--- src/rtl/urav_pkg.sv ---
`timescale 1ns / 1ps

package urav_pkg;

  // Field widths of the ports.
  localparam int TIME_W    = 16;
  localparam int DIST_W    = 9;
  localparam int LEVEL_W   = 3;
  localparam int PERIOD_W  = 14;
  localparam int DUTY_W    = 13;
  localparam int DIGIT_W   = 4;
  localparam int COUNT_W   = 2;
  localparam int PRESET_W  = 9;
  localparam int SELECT_W  = 3;
  localparam int CFG_IDX_W = 3;
  localparam int CFG_DAT_W = 9;

  // Block constants.
  localparam int WINDOW_LEN   = 10;
  localparam int TICKS_PER_CM = 58;
  localparam int MAX_RANGE_CM = 400;
  localparam int NUM_PRESETS  = 5;

  localparam int SAMPLE_W   = 11;
  localparam int SAMPLE_MAX = (1 << SAMPLE_W) - 1;
  localparam int SUM_W      = $clog2(WINDOW_LEN * SAMPLE_MAX + 1);

  // Division by a constant as multiply by a rounded-up reciprocal and shift.
  // With shift = N + ceil(log2(d)), the quotient is exact for any N-bit value.
  localparam int TPC_L      = $clog2(TICKS_PER_CM);
  localparam int TPC_SHIFT  = TIME_W + TPC_L;
  localparam int TPC_MUL_W  = TIME_W + 1;
  localparam int TPC_MUL    = (1 << TPC_SHIFT) / TICKS_PER_CM + 1;

  localparam int WIN_L      = $clog2(WINDOW_LEN);
  localparam int WIN_SHIFT  = SUM_W + WIN_L;
  localparam int WIN_MUL_W  = SUM_W + 1;
  localparam int WIN_MUL    = (1 << WIN_SHIFT) / WINDOW_LEN + 1;

  // Register indexes on the configuration port.
  localparam logic [CFG_IDX_W-1:0] CFG_PRESET_1      = 3'd0;
  localparam logic [CFG_IDX_W-1:0] CFG_PRESET_SELECT = 3'd5;

  typedef logic [NUM_PRESETS-1:0][PRESET_W-1:0] preset_arr_t;

  localparam preset_arr_t PRESET_RESET = {9'd220, 9'd100, 9'd60, 9'd25, 9'd5};

  typedef struct packed {
    logic [DIST_W-1:0]   distance_cm;
    logic [LEVEL_W-1:0]  tone_level;
    logic [PERIOD_W-1:0] pwm_period;
    logic [DUTY_W-1:0]   pwm_duty;
    logic [DIGIT_W-1:0]  digit_ones;
    logic [DIGIT_W-1:0]  digit_tens;
    logic [DIGIT_W-1:0]  digit_hundreds;
    logic [COUNT_W-1:0]  digit_count;
  } result_t;

endpackage

--- src/rtl/urav_window.sv ---
`timescale 1ns / 1ps

module urav_window
  import urav_pkg::*;
(
  input  logic                clk,
  input  logic                rst,
  input  logic                shift,
  input  logic [SAMPLE_W-1:0] sample,
  output logic [SUM_W-1:0]    sum
);

  logic [SAMPLE_W-1:0] window [WINDOW_LEN];
  logic [SUM_W-1:0]    sum_next;

  // The running sum adds the incoming sample and drops the oldest one.
  assign sum_next = sum + SUM_W'(sample) - SUM_W'(window[WINDOW_LEN-1]);

  always_ff @(posedge clk) begin
    if (rst) begin
      sum <= '0;
      for (int i = 0; i < WINDOW_LEN; i++) begin
        window[i] <= '0;
      end
    end else if (shift) begin
      sum       <= sum_next;
      window[0] <= sample;
      for (int i = 1; i < WINDOW_LEN; i++) begin
        window[i] <= window[i-1];
      end
    end
  end

endmodule

--- src/rtl/urav_result.sv ---
`timescale 1ns / 1ps

module urav_result
  import urav_pkg::*;
(
  input  logic [DIST_W-1:0]   avg_cm,
  input  preset_arr_t         presets,
  input  logic [SELECT_W-1:0] preset_select,
  output result_t             result
);

  // avg_cm / 10 and avg_cm / 100 by reciprocal, exact for any 9-bit value.
  localparam int DIV10_MUL    = 205;
  localparam int DIV10_SHIFT  = 11;
  localparam int DIV100_MUL   = 41;
  localparam int DIV100_SHIFT = 12;
  localparam int P10_W        = DIST_W + 8;
  localparam int P100_W       = DIST_W + 6;

  localparam logic [PERIOD_W-1:0] PERIOD_TAB [6] =
    '{14'd0, 14'd12134, 14'd3405, 14'd2272, 14'd1516, 14'd1136};
  localparam logic [DUTY_W-1:0] DUTY_TAB [6] =
    '{13'd0, 13'd6067, 13'd1702, 13'd1136, 13'd758, 13'd568};

  logic [P10_W-1:0]   prod10;
  logic [P100_W-1:0]  prod100;
  logic [DIST_W-1:0]  quot10;
  logic [DIST_W-1:0]  quot100;
  logic               sel_match;
  logic [LEVEL_W-1:0] level;

  always_comb begin
    sel_match = 1'b0;
    for (int i = 0; i < NUM_PRESETS; i++) begin
      if (32'(preset_select) == i) begin
        sel_match = (presets[i] == avg_cm);
      end
    end
    // If the selected preset matches, the first match sets the level, selected or not.
    level = '0;
    if (sel_match) begin
      for (int i = NUM_PRESETS - 1; i >= 0; i--) begin
        if (presets[i] == avg_cm) begin
          level = LEVEL_W'(NUM_PRESETS - i);
        end
      end
    end
  end

  assign prod10  = P10_W'(avg_cm) * P10_W'(DIV10_MUL);
  assign prod100 = P100_W'(avg_cm) * P100_W'(DIV100_MUL);
  assign quot10  = DIST_W'(prod10 >> DIV10_SHIFT);
  assign quot100 = DIST_W'(prod100 >> DIV100_SHIFT);

  always_comb begin
    result.distance_cm    = avg_cm;
    result.tone_level     = level;
    result.pwm_period     = '0;
    result.pwm_duty       = '0;
    case (level)
      3'd1, 3'd2, 3'd3, 3'd4, 3'd5: begin
        result.pwm_period = PERIOD_TAB[level];
        result.pwm_duty   = DUTY_TAB[level];
      end
      default: begin
        result.pwm_period = '0;
        result.pwm_duty   = '0;
      end
    endcase
    result.digit_ones     = DIGIT_W'(avg_cm - DIST_W'(quot10 * DIST_W'(10)));
    result.digit_tens     = DIGIT_W'(quot10 - DIST_W'(quot100 * DIST_W'(10)));
    result.digit_hundreds = DIGIT_W'(quot100);
    if (avg_cm > DIST_W'(99)) begin
      result.digit_count = 2'd3;
    end else if (avg_cm > DIST_W'(9)) begin
      result.digit_count = 2'd2;
    end else begin
      result.digit_count = 2'd1;
    end
  end

endmodule

--- src/rtl/ultrasonic_range_averager.sv ---
`timescale 1ns / 1ps
// Pipeline: a word passes through five registered stages, from the ticks register to the result.
// Throughput: one word per cycle while out_ready is high; a stage holding an untaken word stalls
// the stages behind it, so words keep entering a stalled pipeline only until its empty stages fill.
// Reset: synchronous; empties the pipeline, zeroes the ten-sample window and its sum,
// and loads the preset registers with their default distances.
module ultrasonic_range_averager
  import urav_pkg::*;
(
  input  logic                 clk,
  input  logic                 rst,
  input  logic                 in_valid,
  output logic                 in_ready,
  input  logic [TIME_W-1:0]    echo_ticks,
  output logic                 out_valid,
  input  logic                 out_ready,
  output logic [DIST_W-1:0]    distance_cm,
  output logic [LEVEL_W-1:0]   tone_level,
  output logic [PERIOD_W-1:0]  pwm_period,
  output logic [DUTY_W-1:0]    pwm_duty,
  output logic [DIGIT_W-1:0]   digit_ones,
  output logic [DIGIT_W-1:0]   digit_tens,
  output logic [DIGIT_W-1:0]   digit_hundreds,
  output logic [COUNT_W-1:0]   digit_count,
  input  logic                 cfg_valid,
  output logic                 cfg_ready,
  input  logic [CFG_IDX_W-1:0] cfg_index,
  input  logic [CFG_DAT_W-1:0] cfg_data
);

  localparam int TPC_PROD_W = TIME_W + TPC_MUL_W;
  localparam int TPC_QUOT_W = TPC_PROD_W - TPC_SHIFT;
  localparam int WIN_PROD_W = SUM_W + WIN_MUL_W;
  localparam int WIN_QUOT_W = WIN_PROD_W - WIN_SHIFT;

  // Configuration registers.
  preset_arr_t         presets;
  logic [SELECT_W-1:0] preset_select;

  // Pipeline registers.
  logic                v1, v2, v3, v4, v5;
  logic [TIME_W-1:0]   ticks;
  logic [SAMPLE_W-1:0] sample;
  logic [SUM_W-1:0]    sum;
  logic [DIST_W-1:0]   avg_cm;
  result_t             res;

  logic                load2, load3, load4, load5;
  logic [TPC_PROD_W-1:0] tpc_prod;
  logic [TPC_QUOT_W-1:0] tpc_quot;
  logic [SAMPLE_W-1:0]   sample_next;
  logic [WIN_PROD_W-1:0] win_prod;
  logic [WIN_QUOT_W-1:0] win_quot;
  logic [DIST_W-1:0]     avg_cm_next;
  result_t               res_next;

  // A stage loads when the one before holds a word and it is empty or emptying.
  assign load5    = v4 && (!v5 || out_ready);
  assign load4    = v3 && (!v4 || load5);
  assign load3    = v2 && (!v3 || load4);
  assign load2    = v1 && (!v2 || load3);
  assign in_ready = !v1 || load2;
  assign cfg_ready = 1'b1;

  always_ff @(posedge clk) begin
    if (rst) begin
      presets       <= PRESET_RESET;
      preset_select <= '0;
    end else if (cfg_valid) begin
      for (int i = 0; i < NUM_PRESETS; i++) begin
        if (cfg_index == CFG_PRESET_1 + CFG_IDX_W'(i)) begin
          presets[i] <= PRESET_W'(cfg_data);
        end
      end
      if (cfg_index == CFG_PRESET_SELECT) begin
        preset_select <= cfg_data[SELECT_W-1:0];
      end
    end
  end

  // Stage 2: ticks to centimetres, clamped to the window's sample width.
  assign tpc_prod = TPC_PROD_W'(ticks) * TPC_PROD_W'(TPC_MUL);
  assign tpc_quot = tpc_prod[TPC_PROD_W-1:TPC_SHIFT];
  assign sample_next = (32'(tpc_quot) > SAMPLE_MAX) ? SAMPLE_W'(SAMPLE_MAX)
                                                    : SAMPLE_W'(tpc_quot);

  // Stage 3: window and running sum.
  urav_window u_window (
    .clk    (clk),
    .rst    (rst),
    .shift  (load3),
    .sample (sample),
    .sum    (sum)
  );

  // Stage 4: average, saturated at the maximum range.
  assign win_prod    = WIN_PROD_W'(sum) * WIN_PROD_W'(WIN_MUL);
  assign win_quot    = win_prod[WIN_PROD_W-1:WIN_SHIFT];
  assign avg_cm_next = (32'(win_quot) > MAX_RANGE_CM) ? DIST_W'(MAX_RANGE_CM)
                                                      : DIST_W'(win_quot);

  // Stage 5: level, tone and digits.
  urav_result u_result (
    .avg_cm        (avg_cm),
    .presets       (presets),
    .preset_select (preset_select),
    .result        (res_next)
  );

  always_ff @(posedge clk) begin
    if (rst) begin
      v1 <= 1'b0;
      v2 <= 1'b0;
      v3 <= 1'b0;
      v4 <= 1'b0;
      v5 <= 1'b0;
    end else begin
      v1 <= (in_valid && in_ready) || (v1 && !load2);
      v2 <= load2 || (v2 && !load3);
      v3 <= load3 || (v3 && !load4);
      v4 <= load4 || (v4 && !load5);
      v5 <= load5 || (v5 && !out_ready);
    end
  end

  always_ff @(posedge clk) begin
    if (in_valid && in_ready) begin
      ticks <= echo_ticks;
    end
    if (load2) begin
      sample <= sample_next;
    end
    if (load4) begin
      avg_cm <= avg_cm_next;
    end
    if (load5) begin
      res <= res_next;
    end
  end

  assign out_valid      = v5;
  assign distance_cm    = res.distance_cm;
  assign tone_level     = res.tone_level;
  assign pwm_period     = res.pwm_period;
  assign pwm_duty       = res.pwm_duty;
  assign digit_ones     = res.digit_ones;
  assign digit_tens     = res.digit_tens;
  assign digit_hundreds = res.digit_hundreds;
  assign digit_count    = res.digit_count;

`ifndef SYNTHESIS
  a_dist_range: assert property (@(posedge clk) disable iff (rst)
    v4 |-> (32'(avg_cm) <= MAX_RANGE_CM))
    else $error("averaged distance above maximum range");

  a_stage4_hold: assert property (@(posedge clk) disable iff (rst)
    (v4 && !load5) |=> (v4 && $stable(avg_cm)))
    else $error("stalled distance stage lost its word");

  a_digits: assert property (@(posedge clk) disable iff (rst)
    v5 |-> (32'(res.digit_hundreds) * 100 + 32'(res.digit_tens) * 10
            + 32'(res.digit_ones) == 32'(res.distance_cm)))
    else $error("decimal digits do not rebuild the distance");

  a_silent: assert property (@(posedge clk) disable iff (rst)
    (v5 && res.tone_level == '0) |-> (res.pwm_period == '0 && res.pwm_duty == '0))
    else $error("tone active at level zero");
`endif

endmodule

--- config.mk ---
export PLATFORM = sky130hd
export DESIGN_NAME = ultrasonic_range_averager
export DESIGN_NICKNAME = d
export VERILOG_FILES = /design/src/rtl/urav_pkg.sv /design/src/rtl/urav_window.sv /design/src/rtl/urav_result.sv /design/src/rtl/ultrasonic_range_averager.sv
export SDC_FILE = /design/constraint.sdc
export NUM_CORES = 1
export LEC_CHECK = 0
export BUFFER_PORTS_ARGS = -buffer_cell sky130_fd_sc_hd__buf_2
export CELL_PAD_IN_SITES_DETAIL_PLACEMENT = 0
export CELL_PAD_IN_SITES_GLOBAL_PLACEMENT = 1
export CORE_AREA = 2 2 289 291
export CTS_CLUSTER_SIZE = 12
export DETAILED_ROUTE_END_ITERATION = 16
export DIE_AREA = 0 0 291 293
export PLACE_DENSITY_LB_ADDON = 0.1
export SYNTH_ARGS = -nofsm -noshare
export SYNTH_HDL_FRONTEND = slang
export SYNTH_SLANG_ARGS = --single-unit
--- constraint.sdc ---
create_clock -name clk -period 6.47 [get_ports clk]
set_input_delay 1.294 -clock clk [delete_from_list [all_inputs] [get_ports clk]]
set_output_delay 1.294 -clock clk [all_outputs]
set_load 0.005 [all_outputs]
==> results.txt, run 1 <==
Min-Delay Startpoint: presets[36]
met2 layer wire length in the routed design: 24900 um
violation count after the first detailed-route iteration: 423
total die area: 85300 um^2
Port Buf Inserts: 84
Post-Syn Area: 20400 um^2
hold_buf cts: 0
CTS HTree Levels: 2
data arrival time of the critical path: 6490 ps
Crit-path slowest cell: fa_1
horizontal extent of the die: 291 um
highest attainable clock frequency: 161 MHz
most instantiated flip-flop cell in the synthesis netlist: edfxtp_1
final standard cell count with taps included and fillers excluded: 3070
overall global routing resource usage: 0.119
clock buffer depth: 3
total number of placement rows: 105
via count of the first global-routing pass: 13.7k
total negative slack: 0 ps
count of pins on the block boundary: 89
power share of the clock group: 0.194
worst reg2reg startpoint: u_window.sum[1]
Post-synth ARST share: 0
Sw Pwr: 4.01 mW
number of antenna violations at the first check in global routing: 0
Pint: 5.41 mW
time the worst path needs with I/O delays and setup: 6220 ps
commonest cells after routing, fill and taps aside: 377 x inv_1, 334 x ha_1, 180 x edfxtp_1, 174 x fa_1, 104 x and2_1
CTS tree: yes
clock tree root driver cell: clkbuf_16
Max Used Layer: met4
sum of routed wire segments on met1: 22700 um
Max-Slew Margin vs Limit: 0.193
average wire per cell in the routed design: 16.2 um
post-route clock period utilization: 0.962
Post-layout nets: 2518
maximum fanout along the worst path: 5
static leakage: 11.0 nW
layout overhead on the synthesized area: 13.8%
total number of vias: 12.8k
synthesized instance count: 1881
combinational power share: 0.591
most common cell after layout, fill and taps aside: inv_1
Peak supply drop: 216 uV
power per cell area: 406 nW/um^2
sort of element at the end of the critical path: flip-flop
ranking of synthesized cells by area: edfxtp_1 27%, ha_1 21%, fa_1 17%
kind of critical path: flip-flop to flip-flop
delay of the slowest cell on the worst path: 560 ps
met3 wire length: 1330 um
remaining antenna violation count after routing: 0
placer congestion estimate: 0.768
clock skew: 33.5 ps
Pre-antenna DRT Iters: 4
number of clock sinks: 248
Most common cell on crit path: fa_1
pins over their slew limit: 0
first-pass GRT wire length: 78700 um
worst hold margin: 467 ps
launching instance or port of the critical path: u_window.sum[1]
cell accounting for the most synthesized area: edfxtp_1
crit-path cells: ha_1 -> ha_1 -> or2_2 -> fa_1 -> fa_1 -> fa_1 -> inv_1 -> fa_1 -> inv_1 -> ha_1 -> a221o_1 -> a31oi_1 -> o211ai_1 -> a221oi_2 -> o21ai_2 -> or2_0 -> o311a_1 -> a31o_4 -> or3_1
layout cell share with drive strength beyond 1: 0.0920
estimated wirelength of the detail-placed design: 39100 um
FF-to-FF path depth: 19
post-route worst setup slack: 248 ps
Data required, critical path: 6740 ps
Hold Crit Depth: 2
post-route total power: 9.42 mW
synth unique cells: 64
pin count of the biggest net entering global routing: 82
Yosys warning total: 0
post-place setup slack: 69.1 ps
Via-to-Cell Ratio: 4.16
max-capacitance violation count: 0
final hold violation count: 0
crit path buf inv count: 2
kind of start point of the critical path: flip-flop
clock network latency to the later pin of the worst-skew pair: 550 ps
portion of the post-synthesis area used by sequential elements: 0.332
pin slew with the least headroom to its limit: 1210 ps
antenna diode instance count: 0
count of flip-flops with a built-in enable after synthesis: 180
total clock buffers created by CTS: 35
share of Yosys cell area claimed by the top area cell type: 0.265
Reg power frac: 0.215
Clock Pin Slew Worst Setup and Hold Paths: 50 ps
starting utilization of the core area: 0.249
type of the tightest min-delay check: flip-flop to flip-flop
number of logic stages on the critical path including buffering: 19
core area: 81800 um^2
number of cells in the design after placement: 3007
Die Y-Extent: 293 um
count of final setup violators: 0
total overflow reported by the global router: 0
cell family contributing the most delay on the critical path: adder cells
status: completed
drt drc: 0
average size of a mapped cell: 10.8 um^2
sum of routed wire length over all layers: 49800 um
total of flip-flops plus latches after synthesis: 248
Sw Share: 0.426
## cell type report
cell class / count / area (um^2)
multi-input combinational: 1198 / 11900
sequential: 248 / 6780
inverter: 378 / 1420
timing repair buffer: 115 / 653
clock buffer: 50 / 963
tap: 1070 / 1340
clock inverter: 11 / 97.6
fill: 8672 / 58700
## sequential cells by signal, summed over array words and instances, names as in the netlist, 2 cells and up
register / count
u_window.window: 110
presets: 45
ticks: 16
u_window.sum: 15
sample: 11
avg_cm: 9
distance_cm: 9
pwm_duty: 8
digit_tens: 4
digit_hundreds: 3
digit_ones: 3
preset_select: 3
tone_level: 3
digit_count: 2
pwm_period: 2
## logic make-up (layout without fill, tap and decap cells)
group                    Yosys count  in the layout  share of synthesized area
other                              2              4                   0.000369
AO/OA/AOI/OAI                    169            169                     0.0539
buffers and inverters            437            554                     0.0842
adder cells (fa/ha/maj)          509            509                      0.377
flip-flops                       248            248                      0.332
multiplexers                      19             19                    0.00952
AND/OR/NAND/NOR                  404            404                      0.103
XOR/XNOR                          93             93                     0.0400
## through the flow
stage	utilization	area, um^2
2_1_floorplan	-	20400
3_3_place_gp	0.270	22100
4_1_cts	0.283	23100
3_5_place_dp	0.270	22100
5_1_grt	0.283	23200
6_report	0.283	23200
## Yosys cell counts (5+ instances only)
| master | number |
|---|---|
| dfxtp_1 | 68 |
| nand3_1 | 14 |
| edfxtp_1 | 180 |
| a21o_1 | 12 |
| buf_4 | 20 |
| nand2_1 | 98 |
| and3_1 | 7 |
| nand3b_1 | 15 |
| a21oi_1 | 53 |
| nor4_1 | 6 |
| nor2b_1 | 19 |
| nand4_1 | 15 |
| or3_1 | 6 |
| nand2b_1 | 5 |
| buf_1 | 5 |
| and2_1 | 104 |
| nor2_1 | 66 |
| o211ai_1 | 6 |
| fa_1 | 174 |
| xnor2_1 | 57 |
| a211o_1 | 8 |
| a211oi_1 | 8 |
| clkbuf_1 | 34 |
| mux2i_1 | 16 |
| nor3_1 | 35 |
| inv_1 | 378 |
| o21a_1 | 6 |
| o21ai_0 | 27 |
| a31oi_1 | 13 |
| ha_1 | 335 |
| xor2_1 | 36 |
## tightest hold or removal path, cell delays in order (launching register included)
cell and delay, ps:
dfxtp_1 310, nand2_1 50, a21oi_1 50
## power groups by stage
stage	combinational, mW	clock, mW	sequential [mW]
6_report	5.57	1.83	2.02
5_1_grt	6.61	1.99	2.04
4_1_cts	5.78	1.93	2.03
3_5_place_dp	5.72	0	2.06
3_3_place_gp	5.74	0	2.06
2_1_floorplan	4.15	0	2.04
## worst paths after layout
check | to | slack (ps)
worst max-delay path | avg_cm[4] | 250
worst min-delay path | presets[36] | 470
worst max register to register | avg_cm[4] | 250
worst min register to register | presets[36] | 470
## routing by layer
layer	vias to the layer above	global-route usage
li1	6340	-
met1	6239	0.151
met2	151	0.213
met3	50	0.0171
met4	0	0.0269
met5	-	0
## what timing repair did
action                     CTS  global route
setup endpoints to repair    0             8
hold endpoints to repair     0             0
gates resized for setup      0            12
setup buffers                0             2
No activity file was read; power rests on OpenSTA's default activity.
==> run 2, diff against run 1 <==
--- a/config.mk
+++ b/config.mk
@@ -8,11 +8,12 @@
 export BUFFER_PORTS_ARGS = -buffer_cell sky130_fd_sc_hd__buf_2
 export CELL_PAD_IN_SITES_DETAIL_PLACEMENT = 0
 export CELL_PAD_IN_SITES_GLOBAL_PLACEMENT = 1
-export CORE_AREA = 2 2 289 291
+export CORE_AREA = 2 2 218 220
 export CTS_CLUSTER_SIZE = 12
 export DETAILED_ROUTE_END_ITERATION = 16
-export DIE_AREA = 0 0 291 293
+export DIE_AREA = 0 0 220 222
 export PLACE_DENSITY_LB_ADDON = 0.1
 export SYNTH_ARGS = -nofsm -noshare
 export SYNTH_HDL_FRONTEND = slang
+export SYNTH_HIERARCHICAL = 1
 export SYNTH_SLANG_ARGS = --single-unit
==> run 2 against run 1 <==
Design area up 2.2%. Critical path depth decreased by 1. Utilization rose by 23 points. Clock power about the same. Highest routed layer unchanged.
==> results.txt, run 2 <==
synth unique cells: 88
synthesized instance count: 1961
number of flip-flops in the largest register: 110
largest registers: u_window/window (110), presets (45), ticks (16)
starting utilization of the core area: 0.468
drt drc: 0
post-route total power: 9.88 mW
pin count of the biggest net entering global routing: 105
clock tree root driver cell: clkbuf_16
via count of the first global-routing pass: 13.9k
total negative slack: 0 ps
delay of the slowest cell on the worst path: 550 ps
Port Buf Inserts: 87
total clock buffers created by CTS: 34
Pre-antenna DRT Iters: 5
average wire per cell in the routed design: 16.5 um
Post-Syn Area: 21600 um^2
violation count after the first detailed-route iteration: 651
kind of critical path: flip-flop to flip-flop
pins over their slew limit: 0
Via-to-Cell Ratio: 5.03
worst-case register-to-register setup slack: 330 ps
combinational power share: 0.598
maximum fanout along the worst path: 6
most common cell after layout, fill and taps aside: inv_1
hold worst-path end: presets[7]
Crit-path slowest cell: fa_1
crit-path cells: ha_1 -> fa_1 -> inv_1 -> fa_1 -> inv_1 -> fa_1 -> inv_1 -> fa_1 -> fa_1 -> ha_1 -> a211oi_1 -> o21ai_0 -> a221oi_2 -> mux2_4 -> a311oi_2 -> a211oi_1 -> a211oi_2 -> nor2_1
remaining antenna violation count after routing: 0
FF-to-FF path depth: 18
core area: 46300 um^2
final standard cell count with taps included and fillers excluded: 2672
Sw Share: 0.421
fraction of met1 tracks used by global routing: 0.243
first-pass GRT wire length: 72400 um
clock skew: 14.1 ps
total of flip-flops plus latches after synthesis: 267
estimated wirelength of the detail-placed design: 34200 um
Post-synth ARST share: 0
max-capacitance violation count: 0
average size of a mapped cell: 11.0 um^2
count of final setup violators: 0
antenna diode instance count: 0
static leakage: 11.4 nW
share of Yosys cell area claimed by the top area cell type: 0.276
CTS tree: yes
busiest layer in global routing: met2
count of pins on the block boundary: 89
Pint: 5.72 mW
kind of start point of the critical path: flip-flop
clock buffer depth: 3
layout overhead on the synthesized area: 9.51%
Die Y-Extent: 222 um
number of cells in the design after placement: 2611
pin slew with the least headroom to its limit: 1090 ps
power share of the clock group: 0.184
number of antenna violations at the first check in global routing: 0
Yosys warning total: 6
most frequently used cell type in the post-synthesis netlist: inv_1
global routing usage on met2: 0.325
power per cell area: 417 nW/um^2
unrepaired setup endpoints after global routing: false
Clock Pin Slew Worst Setup and Hold Paths: 60 ps
Crit Reg-Reg Endpoint: avg_cm[2]
Max-Slew Margin vs Limit: 0.271
cell accounting for the most synthesized area: edfxtp_1
Hold Crit Depth: 2
status: completed
Reg power frac: 0.218
number of clock sinks: 267
total number of vias: 13.4k
register with the highest flop count: u_window/window
Most common cell on crit path: fa_1
Post-layout nets: 2582
portion of the post-synthesis area used by sequential elements: 0.339
total die area: 48800 um^2
placer congestion estimate: 0.868
Sw Pwr: 4.16 mW
count of flip-flops with a built-in enable after synthesis: 199
hold_buf cts: 0
time the worst path needs with I/O delays and setup: 6140 ps
commonest cells in the netlist: 374 x inv_1, 335 x ha_1, 199 x edfxtp_1
worst reg2reg startpoint: u_window/sum[14]
sum of routed wire length over all layers: 44000 um
most instantiated flip-flop cell in the synthesis netlist: edfxtp_1
total number of placement rows: 79
total of cells resized after clock tree synthesis: 0
clock network latency to the later pin of the worst-skew pair: 540 ps
final hold violation count: 0
data arrival time of the critical path: 6410 ps
CTS HTree Levels: 2
highest attainable clock frequency: 163 MHz
fillers: 4225
Data required, critical path: 6730 ps
type of the tightest min-delay check: flip-flop to flip-flop
total overflow reported by the global router: 0
horizontal extent of the die: 220 um
post-layout utilization of the core: 0.512
ranking of synthesized cells by area: edfxtp_1 28%, ha_1 19%, fa_1 16%
Peak supply drop: 420 uV
post-route clock period utilization: 0.949
commonest cells after routing, fill and taps aside: 373 x inv_1, 335 x ha_1, 199 x edfxtp_1, 174 x fa_1, 104 x and2_1
Min-Delay Startpoint: presets[7]
met3 Track Usage GR: 0.0283
sort of element at the end of the critical path: flip-flop
layout cell share with drive strength beyond 1: 0.0935
overall global routing resource usage: 0.188
-- run 2: changes by cell type in the layout (fill, tap and decap cells not counted), moves of 10 or more --
cell,change
xnor2_1,-15
edfxtp_1,+19
mux2i_1,+13
and3_1,+10
nand2_1,-17
nand3_1,+10
nor3_1,-21
nor2_1,+20
-- run 2: critical path: cells and delay by family (launching register included) --
kind / cells / cell delay, ps
buf+inv: 3 / 220
fa+ha+maj: 7 / 3240
flops: 1 / 430
simple gates: 1 / 110
compound gates: 6 / 1560
mux: 1 / 340
-- run 2: power by group through the flow --
stage	registers, mW	clock network, mW	logic, mW
after floorplan	2.17	0	4.52
after global placement	2.19	0	5.87
after detailed placement	2.19	0	5.93
after CTS	2.16	1.88	6.02
after global routing	2.17	1.95	6.83
final	2.15	1.82	5.91
-- run 2: stage by stage --
step                      area, um^2  setup WS (ps)  hold slack (ps)
after floorplan                21600            628              444
final                          23700            329              469
after detailed placement       22600            281              462
after global placement         22600            381              456
after CTS                      23700            266              470
after global routing           23700           15.4              489
-- run 2: final cells by class --
type	instances	area [um^2]	share of cell area
Multi-Input combinational cell	1253	12500	0.528
Sequential cell	267	7340	0.310
Inverter	374	1410	0.0594
Clock buffer	49	978	0.0413
Tap cell	607	759	0.0321
Timing Repair Buffer	110	608	0.0257
Clock inverter	12	100	0.00422
-- run 2: per-layer routing --
layer  wire, um  part of all wire
met4       1090             0.025
met5          0                 0
met3       1500             0.034
met2      21600              0.49
met1      19800              0.45
-- run 2: cell families after synthesis --
kind of cell	count (synthesis)	share of synthesized area
flops	267	0.339
mux	31	0.0146
fa+ha+maj	509	0.355
buf+inv	443	0.0843
compound gates	209	0.0699
xor+xnor	84	0.0350
simple gates	416	0.102
other cells	2	0.000347
-- run 2: worst max path at each step --
stage,endpoint,cells past startpoint,from
finish,avg_cm[2],18,u_window/sum[14]
detailed placement,avg_cm[2],18,u_window/sum[14]
CTS,avg_cm[2],18,u_window/sum[14]
global route,avg_cm[4],19,u_window/sum[11]
floorplan,avg_cm[3],19,u_window/sum[13]
global placement,avg_cm[3],19,u_window/sum[13]
-- run 2: timing repair --
action | 4_1_cts | 5_1_grt
endpoints found under the setup margin | 0 | 1
buffers inserted | 0 | 0
endpoints found under the hold margin | 0 | 0
